## config.mk

```make
export PLATFORM = sky130hd
export DESIGN_NAME = lru_page_replacement
export DESIGN_NICKNAME = d
export VERILOG_FILES = /design/src/rtl/core/lrupr_pkg.sv /design/src/rtl/core/lrupr_store.sv /design/src/rtl/core/lrupr_scan.sv /design/src/rtl/core/lru_page_replacement.sv
export SDC_FILE = /design/constraint.sdc
export NUM_CORES = 1
export LEC_CHECK = 0
export BUFFER_PORTS_ARGS = -buffer_cell sky130_fd_sc_hd__buf_2
export CORE_MARGIN = 2
export CORE_UTILIZATION = 40
export CTS_CLUSTER_DIAMETER = 80
export DETAILED_ROUTE_END_ITERATION = 8
export PLACE_DENSITY = 0.52
export SYNTH_ARGS = -nofsm -noshare
export SYNTH_HDL_FRONTEND = slang
export SYNTH_SLANG_ARGS = --single-unit
export TNS_END_PERCENT = 30
```

## constraint.sdc

```tcl
create_clock -name clk_i -period 5.8 [get_ports clk_i]
set_clock_uncertainty 0.2 [all_clocks]
set_input_delay 0.58 -clock clk_i [delete_from_list [all_inputs] [get_ports clk_i]]
set_output_delay 0.58 -clock clk_i [all_outputs]
set_load 0.02 [all_outputs]
```

## src/rtl/core/lrupr_pkg.sv

```systemverilog
// ----------------------------------------------------------------------------
// lrupr_pkg
// Shared widths, types and structs of the LRU page replacement block.
// ----------------------------------------------------------------------------
package lrupr_pkg;

  localparam int unsigned NumFrames = 16;
  localparam int unsigned IdxW      = 4;
  localparam int unsigned PageW     = 16;
  localparam int unsigned RankW     = 4;
  localparam int unsigned OldRankW  = RankW + 1;
  localparam int unsigned CntW      = 32;
  localparam int unsigned CfgW      = 5;

  typedef logic [IdxW-1:0]     idx_t;
  typedef logic [PageW-1:0]    page_t;
  typedef logic [RankW-1:0]    rank_t;
  typedef logic [OldRankW-1:0] old_rank_t;

  localparam rank_t     RankMax   = {RankW{1'b1}};
  // old rank assumed for a frame that was empty before the fill
  localparam old_rank_t EmptyRank = {1'b1, {RankW{1'b0}}};

  // frame update issued once per reference
  typedef struct packed {
    logic      en;
    idx_t      slot;
    old_rank_t old_rank;
    logic      write_page;
    logic      set_valid;
    page_t     page;
  } upd_t;

  // accumulated outcome of one pass over the frames
  typedef struct packed {
    logic  hit;
    idx_t  hit_idx;
    rank_t hit_rank;
    logic  empty;
    idx_t  empty_idx;
    idx_t  vic_idx;
    rank_t vic_rank;
    page_t vic_page;
  } scan_t;

endpackage

```

## src/rtl/core/lrupr_store.sv

```systemverilog
// ----------------------------------------------------------------------------
// lrupr_store
// Frame store: page numbers, valid marks and recency ranks, with the
// recency update and the clear after the last reference.
// ----------------------------------------------------------------------------
module lrupr_store (
  input  logic                 clk_i,
  input  logic                 rst_ni,
  input  lrupr_pkg::idx_t      rd_idx_i,
  output logic                 rd_valid_o,
  output lrupr_pkg::rank_t     rd_rank_o,
  output lrupr_pkg::page_t     rd_page_o,
  input  lrupr_pkg::upd_t      upd_i,
  input  lrupr_pkg::idx_t      last_idx_i,
  input  logic                 clear_i
);

  lrupr_pkg::page_t page_q  [lrupr_pkg::NumFrames];
  logic             valid_q [lrupr_pkg::NumFrames];
  logic             valid_d [lrupr_pkg::NumFrames];
  lrupr_pkg::rank_t rank_q  [lrupr_pkg::NumFrames];
  lrupr_pkg::rank_t rank_d  [lrupr_pkg::NumFrames];

  assign rd_valid_o = valid_q[rd_idx_i];
  assign rd_rank_o  = rank_q[rd_idx_i];
  assign rd_page_o  = page_q[rd_idx_i];

  always_comb begin
    for (int i = 0; i < lrupr_pkg::NumFrames; i++) begin
      valid_d[i] = valid_q[i];
      rank_d[i]  = rank_q[i];
      if (upd_i.en) begin
        if (lrupr_pkg::idx_t'(i) == upd_i.slot) begin
          rank_d[i] = '0;
          if (upd_i.set_valid) begin
            valid_d[i] = 1'b1;
          end
        end else if (lrupr_pkg::idx_t'(i) <= last_idx_i && valid_q[i] &&
                     {1'b0, rank_q[i]} < upd_i.old_rank &&
                     rank_q[i] != lrupr_pkg::RankMax) begin
          rank_d[i] = rank_q[i] + lrupr_pkg::rank_t'(1);
        end
      end
      if (clear_i) begin
        valid_d[i] = 1'b0;
        rank_d[i]  = '0;
      end
    end
  end

  always_ff @(posedge clk_i or negedge rst_ni) begin
    if (!rst_ni) begin
      for (int i = 0; i < lrupr_pkg::NumFrames; i++) begin
        valid_q[i] <= 1'b0;
        rank_q[i]  <= '0;
      end
    end else begin
      for (int i = 0; i < lrupr_pkg::NumFrames; i++) begin
        valid_q[i] <= valid_d[i];
        rank_q[i]  <= rank_d[i];
      end
    end
  end

  always_ff @(posedge clk_i) begin
    if (upd_i.en && upd_i.write_page) begin
      page_q[upd_i.slot] <= upd_i.page;
    end
  end

endmodule

```

## src/rtl/core/lrupr_scan.sv

```systemverilog
// ----------------------------------------------------------------------------
// lrupr_scan
// Compare unit stepped once per frame: finds the hit, the first empty frame
// and the least recently used frame in a single pass.
// ----------------------------------------------------------------------------
module lrupr_scan (
  input  logic                 clk_i,
  input  logic                 rst_ni,
  input  logic                 start_i,
  input  logic                 step_i,
  input  lrupr_pkg::idx_t      idx_i,
  input  logic                 ent_valid_i,
  input  lrupr_pkg::rank_t     ent_rank_i,
  input  lrupr_pkg::page_t     ent_page_i,
  input  lrupr_pkg::page_t     req_page_i,
  output lrupr_pkg::scan_t     res_o
);

  lrupr_pkg::scan_t res_q, res_d;

  always_comb begin
    res_d = res_q;
    if (start_i) begin
      res_d.hit   = 1'b0;
      res_d.empty = 1'b0;
    end else if (step_i) begin
      if (!res_q.hit && ent_valid_i && ent_page_i == req_page_i) begin
        res_d.hit      = 1'b1;
        res_d.hit_idx  = idx_i;
        res_d.hit_rank = ent_rank_i;
      end
      if (!res_q.empty && !ent_valid_i) begin
        res_d.empty     = 1'b1;
        res_d.empty_idx = idx_i;
      end
      // strictly greater keeps the lowest index on a tie
      if (idx_i == '0 || ent_rank_i > res_q.vic_rank) begin
        res_d.vic_idx  = idx_i;
        res_d.vic_rank = ent_rank_i;
        res_d.vic_page = ent_page_i;
      end
    end
  end

  always_ff @(posedge clk_i or negedge rst_ni) begin
    if (!rst_ni) begin
      res_q <= '0;
    end else begin
      res_q <= res_d;
    end
  end

  assign res_o = res_q;

endmodule

```

## src/rtl/core/lru_page_replacement.sv

```systemverilog
// ----------------------------------------------------------------------------
// lru_page_replacement
// LRU page replacement over up to sixteen fully associative page frames.
// ----------------------------------------------------------------------------
// Each reference passes an accept step, a scan of the frames in use and an
// update step; the scan uses the single compare unit, which visits one frame
// per cycle. The result is held in an output register, and the next
// reference is accepted while it waits. frames_in_use is to be written
// through the cfg channel only while the block is idle; the block itself
// does not enforce this. 0 acts as 1 and values above 16 act as 16.
// A reference with tlast set clears frames, ranks and the fault total after its result.
module lru_page_replacement (
  input  logic        clk_i,
  input  logic        rst_ni,
  input  logic        cfg_valid_i,
  output logic        cfg_ready_o,
  input  logic [4:0]  cfg_data_i,      // frames_in_use
  input  logic        s_axis_tvalid,
  output logic        s_axis_tready,
  input  logic [15:0] s_axis_tdata,    // page
  input  logic        s_axis_tlast,    // last_reference
  output logic        m_axis_tvalid,
  input  logic        m_axis_tready,
  output logic [55:0] m_axis_tdata,    // frame, evicted_page, fault_total, zero pad
  output logic [1:0]  m_axis_tuser,    // hit, evicted_valid
  output logic        m_axis_tlast     // done_res
);

  typedef enum logic [1:0] {
    StIdle,
    StScan,
    StDecide
  } state_e;

  state_e                     state_q;
  logic [lrupr_pkg::CfgW-1:0] cfg_q;
  lrupr_pkg::idx_t            idx_q;
  lrupr_pkg::idx_t            last_idx_q;
  lrupr_pkg::idx_t            last_idx;
  lrupr_pkg::page_t           req_page_q;
  logic                       req_last_q;
  logic [lrupr_pkg::CntW-1:0] fault_q;
  logic [lrupr_pkg::CntW-1:0] fault_d;

  logic                       out_valid_q;
  logic                       out_hit_q;
  logic                       out_ev_valid_q;
  lrupr_pkg::idx_t            out_frame_q;
  lrupr_pkg::page_t           out_ev_page_q;
  logic [lrupr_pkg::CntW-1:0] out_fault_q;
  logic                       out_last_q;

  logic                       in_fire;
  logic                       out_free;
  logic                       load;
  logic                       ent_valid;
  lrupr_pkg::rank_t           ent_rank;
  lrupr_pkg::page_t           ent_page;
  lrupr_pkg::scan_t           scan;
  lrupr_pkg::upd_t            upd;
  logic                       ev_valid;

  assign cfg_ready_o   = 1'b1;
  assign s_axis_tready = (state_q == StIdle);
  assign in_fire       = s_axis_tvalid && s_axis_tready;
  assign out_free      = !out_valid_q || m_axis_tready;
  assign load          = (state_q == StDecide) && out_free;

  always_comb begin
    if (cfg_q == '0) begin
      last_idx = '0;
    end else if (cfg_q > lrupr_pkg::CfgW'(lrupr_pkg::NumFrames)) begin
      last_idx = lrupr_pkg::idx_t'(lrupr_pkg::NumFrames - 1);
    end else begin
      last_idx = lrupr_pkg::idx_t'(cfg_q - lrupr_pkg::CfgW'(1));
    end
  end

  // pick the frame to use from the pass result
  always_comb begin
    upd      = '0;
    ev_valid = 1'b0;
    upd.en   = load;
    upd.page = req_page_q;
    if (scan.hit) begin
      upd.slot     = scan.hit_idx;
      upd.old_rank = {1'b0, scan.hit_rank};
    end else if (scan.empty) begin
      upd.slot       = scan.empty_idx;
      upd.old_rank   = lrupr_pkg::EmptyRank;
      upd.write_page = 1'b1;
      upd.set_valid  = 1'b1;
    end else begin
      upd.slot       = scan.vic_idx;
      upd.old_rank   = {1'b0, scan.vic_rank};
      upd.write_page = 1'b1;
      ev_valid       = 1'b1;
    end
    fault_d = fault_q;
    if (!scan.hit && fault_q != '1) begin
      fault_d = fault_q + lrupr_pkg::CntW'(1);
    end
  end

  lrupr_store u_store (
    .clk_i      (clk_i),
    .rst_ni     (rst_ni),
    .rd_idx_i   (idx_q),
    .rd_valid_o (ent_valid),
    .rd_rank_o  (ent_rank),
    .rd_page_o  (ent_page),
    .upd_i      (upd),
    .last_idx_i (last_idx_q),
    .clear_i    (load && req_last_q)
  );

  lrupr_scan u_scan (
    .clk_i       (clk_i),
    .rst_ni      (rst_ni),
    .start_i     (in_fire),
    .step_i      (state_q == StScan),
    .idx_i       (idx_q),
    .ent_valid_i (ent_valid),
    .ent_rank_i  (ent_rank),
    .ent_page_i  (ent_page),
    .req_page_i  (req_page_q),
    .res_o       (scan)
  );

  always_ff @(posedge clk_i or negedge rst_ni) begin
    if (!rst_ni) begin
      state_q     <= StIdle;
      cfg_q       <= lrupr_pkg::CfgW'(4);
      idx_q       <= '0;
      last_idx_q  <= '0;
      req_last_q  <= 1'b0;
      fault_q     <= '0;
      out_valid_q <= 1'b0;
    end else begin
      if (cfg_valid_i && cfg_ready_o) begin
        cfg_q <= cfg_data_i;
      end
      if (load) begin
        out_valid_q <= 1'b1;
      end else if (m_axis_tready) begin
        out_valid_q <= 1'b0;
      end
      case (state_q)
        StIdle: begin
          if (in_fire) begin
            idx_q      <= '0;
            last_idx_q <= last_idx;
            req_last_q <= s_axis_tlast;
            state_q    <= StScan;
          end
        end
        StScan: begin
          if (idx_q == last_idx_q) begin
            state_q <= StDecide;
          end else begin
            idx_q <= idx_q + lrupr_pkg::idx_t'(1);
          end
        end
        StDecide: begin
          if (out_free) begin
            fault_q <= req_last_q ? '0 : fault_d;
            state_q <= StIdle;
          end
        end
        default: begin
          state_q <= StIdle;
        end
      endcase
    end
  end

  // result payload
  always_ff @(posedge clk_i) begin
    if (in_fire) begin
      req_page_q <= s_axis_tdata;
    end
    if (load) begin
      out_hit_q      <= scan.hit;
      out_frame_q    <= upd.slot;
      out_ev_valid_q <= ev_valid;
      out_ev_page_q  <= ev_valid ? scan.vic_page : '0;
      out_fault_q    <= fault_d;
      out_last_q     <= req_last_q;
    end
  end

  assign m_axis_tvalid = out_valid_q;
  assign m_axis_tdata  = {4'b0000, out_fault_q, out_ev_page_q, out_frame_q};
  assign m_axis_tuser  = {out_ev_valid_q, out_hit_q};
  assign m_axis_tlast  = out_last_q;

  a_last_clears_faults : assert property (@(posedge clk_i) disable iff (!rst_ni)
    (load && req_last_q) |=> (fault_q == '0))
    else $error("fault total not cleared after last reference");

  a_scan_in_range : assert property (@(posedge clk_i) disable iff (!rst_ni)
    (state_q == StScan) |-> (idx_q <= last_idx_q))
    else $error("scan index beyond frames in use");

  a_hit_no_evict : assert property (@(posedge clk_i) disable iff (!rst_ni)
    load |=> (m_axis_tvalid && !(out_hit_q && out_ev_valid_q)))
    else $error("result lost or hit reported with eviction");

endmodule
```

==> key figures <==
Outcome
  – Outcome: finished clean

GRT
  – Vias in the first global route: 14430
  – M2 GR Usage: 32.3%
  – Met3 usage: 3.39%
  – First-pass GRT wire length: 91300 um
  – GR Util met1: 28.0%
  – Initial antenna violation count: 0
  – Overall global routing resource usage: 20.2%
  – Gr busiest metal: met2
  – Largest net degree at the start of global routing: 78
  – Grt total ovfl: 0

Layout
  – Final net count: 1909
  – Area Overhead vs Synth: 13.8%
  – Most frequent cells in the layout: edfxtp_1, dfrtp_1, nand2_1
  – Most common cell after layout, fill and taps aside: edfxtp_1
  – Antenna diodes: 0
  – Share of cells above drive strength 1: 18.5%
  – Layout fillers: 5162
  – Fin area: 26500 um2

Routing
  – First-iteration detailed-routing DRC count: 1344
  – DRC viols: 0
  – Antenna Nets Post-Route: 0
  – Via count: 14682
  – DR vias/cell: 5.58
  – Initial DRT Pass Iterations: 5
  – DR WL/cell: 22.9 um
  – Final WL: 60200 um

STA
  – Final number of hold-violating endpoints: 0
  – Final setup vio count: 0
  – Sum Neg Setup Slack: 0 ps
  – Fin crit period: 4450 ps
  – Fin. max-slew vios: 0
  – Unrepaired setup endpoints after global routing: false
  – Slew Limit Headroom: 33.2%
  – Worst-margin pin slew: 995 ps
  – Final worst slack: 1350 ps
  – Max Freq: 225 MHz
  – Period utilisation layout: 76.7%

Placement
  – Number of port buffers: 83
  – HPWL after DPL: 38200 um
  – DP Area: 24700 um2
  – Place WS: 1310 ps
  – Routability cong.: 0.839

Critical path
  – CP required: 6090 ps
  – Worst R2R Setup Slack: 1350 ps
  – Worst r2r dst: u_scan.res_o[16]$_DFFE_PN0P_
  – Crit start category: flip-flop
  – Crit end category: flip-flop
  – Worst Reg2Reg Path Length in Cells: 10
  – Critical path data arrival time: 4740 ps
  – Max FO, Critical Path: 34
  – Type of the worst setup path: flip-flop to flip-flop
  – Reg2reg start: idx_q[0]$_DFFE_PN0P_

Clocking
  – CTS Buf Count: 54
  – Root buf cell: clkbuf_16
  – Worst-Skew Late Latency: 620 ps
  – Clock transition at path regs: 60 ps
  – CTS Buffer Depth: 3
  – Postcts setup bufs: 0
  – # clock sinks: 494
  – CTS tree: done
  – Max H-tree Level: 2

Worst hold path
  – Hold path start: cfg_valid_i
  – Hold EP: cfg_q[0]$_DFFE_PN0P_
  – Worst hold path stage count: 2
  – Worst min-delay path class: input pin to flip-flop

Yosys
  – Syn Area/Cell: 13.6 um2
  – Sequential area share after synthesis: 60.0%
  – Top_reg_cell synth: edfxtp_1
  – Gate Count Post-Synth: 1709
  – Async S/R FF share, synth: 33.8%
  – Post-synth EDFFs: 327
  – Number of distinct library cells after synthesis: 71
  – Yosys warns: 0
  – #FFs+latches synth: 494
  – Cell area after synthesis: 23300 um2

Floorplanning
  – Io pins: 89
  – Die Y: 245 um
  – Rows: 88
  – Placeable core region: 57700 um2
  – Die ar.: 60200 um2
  – Die width: 245 um
  – Initial Util: 40.4%

Pwr
  – Power per cell area: 409 nW/um2
  – Static Leak: 10.1 nW
  – Worst VDD drop: 0.232 mV

Job
  – Max-Cap Viols: 0
flip-flops by register name, summed over array words and instances (netlist names):
name             cells
u_store.page_q     256
u_store.rank_q      64
u_scan.res_o        38
fault_q             32
out_fault_q         32
out_ev_page_q       16
req_page_q          16
u_store.valid_q     16
cfg_q                5
idx_q                4
last_idx_q           4
out_frame_q          4
state_q              2
m_axis_tlast         1
m_axis_tvalid        1
out_ev_valid_q       1
out_hit_q            1
req_last_q           1
synthesized netlist by cell type, types with 34 or more instances:
master / number / area [um2]
a21o_1: 39 / 293
a21oi_1: 64 / 320
clkbuf_1: 46 / 173
dfrtp_1: 166 / 4150
edfxtp_1: 327 / 9820
ha_1: 56 / 701
inv_1: 34 / 128
mux2_2: 40 / 450
mux2i_1: 59 / 591
mux4_2: 70 / 1580
nand2_1: 147 / 552
nand3_1: 47 / 235
nor2_1: 108 / 405
o21ai_0: 109 / 546
cell families after synthesis:
kind of cell	Yosys count	synth area share, %
fa+ha+maj	73	3.75
simple gates	446	9.21
xor+xnor	60	2.25
mux	187	13.3
buf+inv	122	2.47
flops	494	60.0
compound gates	325	8.99
other cells	2	0.0322
where the power goes:
| part | internal (mW) | switching, mW |
|---|---|---|
| Clock | 1.81 | 1.43 |
| Combinational | 1.23 | 1.82 |
| Sequential | 4.11 | 0.457 |
metal layers:
metal  up-vias  wire [um]  part of all wire, %
met5         -          0                    0
met4         0       1750                  2.9
met3        99       3620                  6.0
met2       436      28300                   47
met1      7398      26600                   44
li1       6749          -                    -
critical path, stage by stage (launching register included):
cell and delay, ps:
dfrtp_4 840, mux4_2 630, mux4_2 550, ha_1 320
nor2b_1 120, o21ai_0 80, nand2b_1 70, a21oi_1 60
a41o_1 240, a21oi_4 780, mux2_2 410
worst max-delay path by stage:
stage                               from                      endpoint  slack (ps)  depth (start not counted)
global placement    idx_q[0]$_DFFE_PN0P_   u_scan.res_o[7]$_DFFE_PN0P_        1340                         10
floorplan           idx_q[0]$_DFFE_PN0P_  u_scan.res_o[12]$_DFFE_PN0P_        1250                         16
global route        idx_q[0]$_DFFE_PN0P_  u_scan.res_o[16]$_DFFE_PN0P_        1180                         10
CTS                 idx_q[0]$_DFFE_PN0P_  u_scan.res_o[16]$_DFFE_PN0P_        1300                         10
detailed placement  idx_q[0]$_DFFE_PN0P_   u_scan.res_o[1]$_DFFE_PN0P_        1310                         10
finish              idx_q[0]$_DFFE_PN0P_  u_scan.res_o[16]$_DFFE_PN0P_        1350                         10
metrics by stage:
| step | std cells | hold WS (ps) | power, mW | util, % |
|---|---|---|---|---|
| CTS | 2633 | 13.6 | 11.0 | 46.0 |
| global placement | 2512 | 271 | 7.65 | 42.7 |
| finish | 2633 | 51.6 | 10.9 | 46.0 |
| floorplan | 1712 | 84.4 | 6.66 | - |
| detailed placement | 2512 | 283 | 7.69 | 42.7 |
| global route | 2633 | 47.6 | 11.4 | 46.0 |
repair_timing:
action | CTS | global route
resized for setup | 0 | 0
hold endpoints to repair | 86 | 0
hold buffers | 23 | 0
layout make-up:
class / instances / area (um2) / area share, %
clock buffer: 70 / 1410 / 5.32
multi-input combinational: 1096 / 8830 / 33.3
inverter: 36 / 136 / 0.514
clock inverter: 28 / 235 / 0.887
sequential: 494 / 14000 / 52.8
timing repair buffer: 144 / 950 / 3.58
tap: 765 / 957 / 3.61
Note: power is estimated with default switching activity, not from simulation.
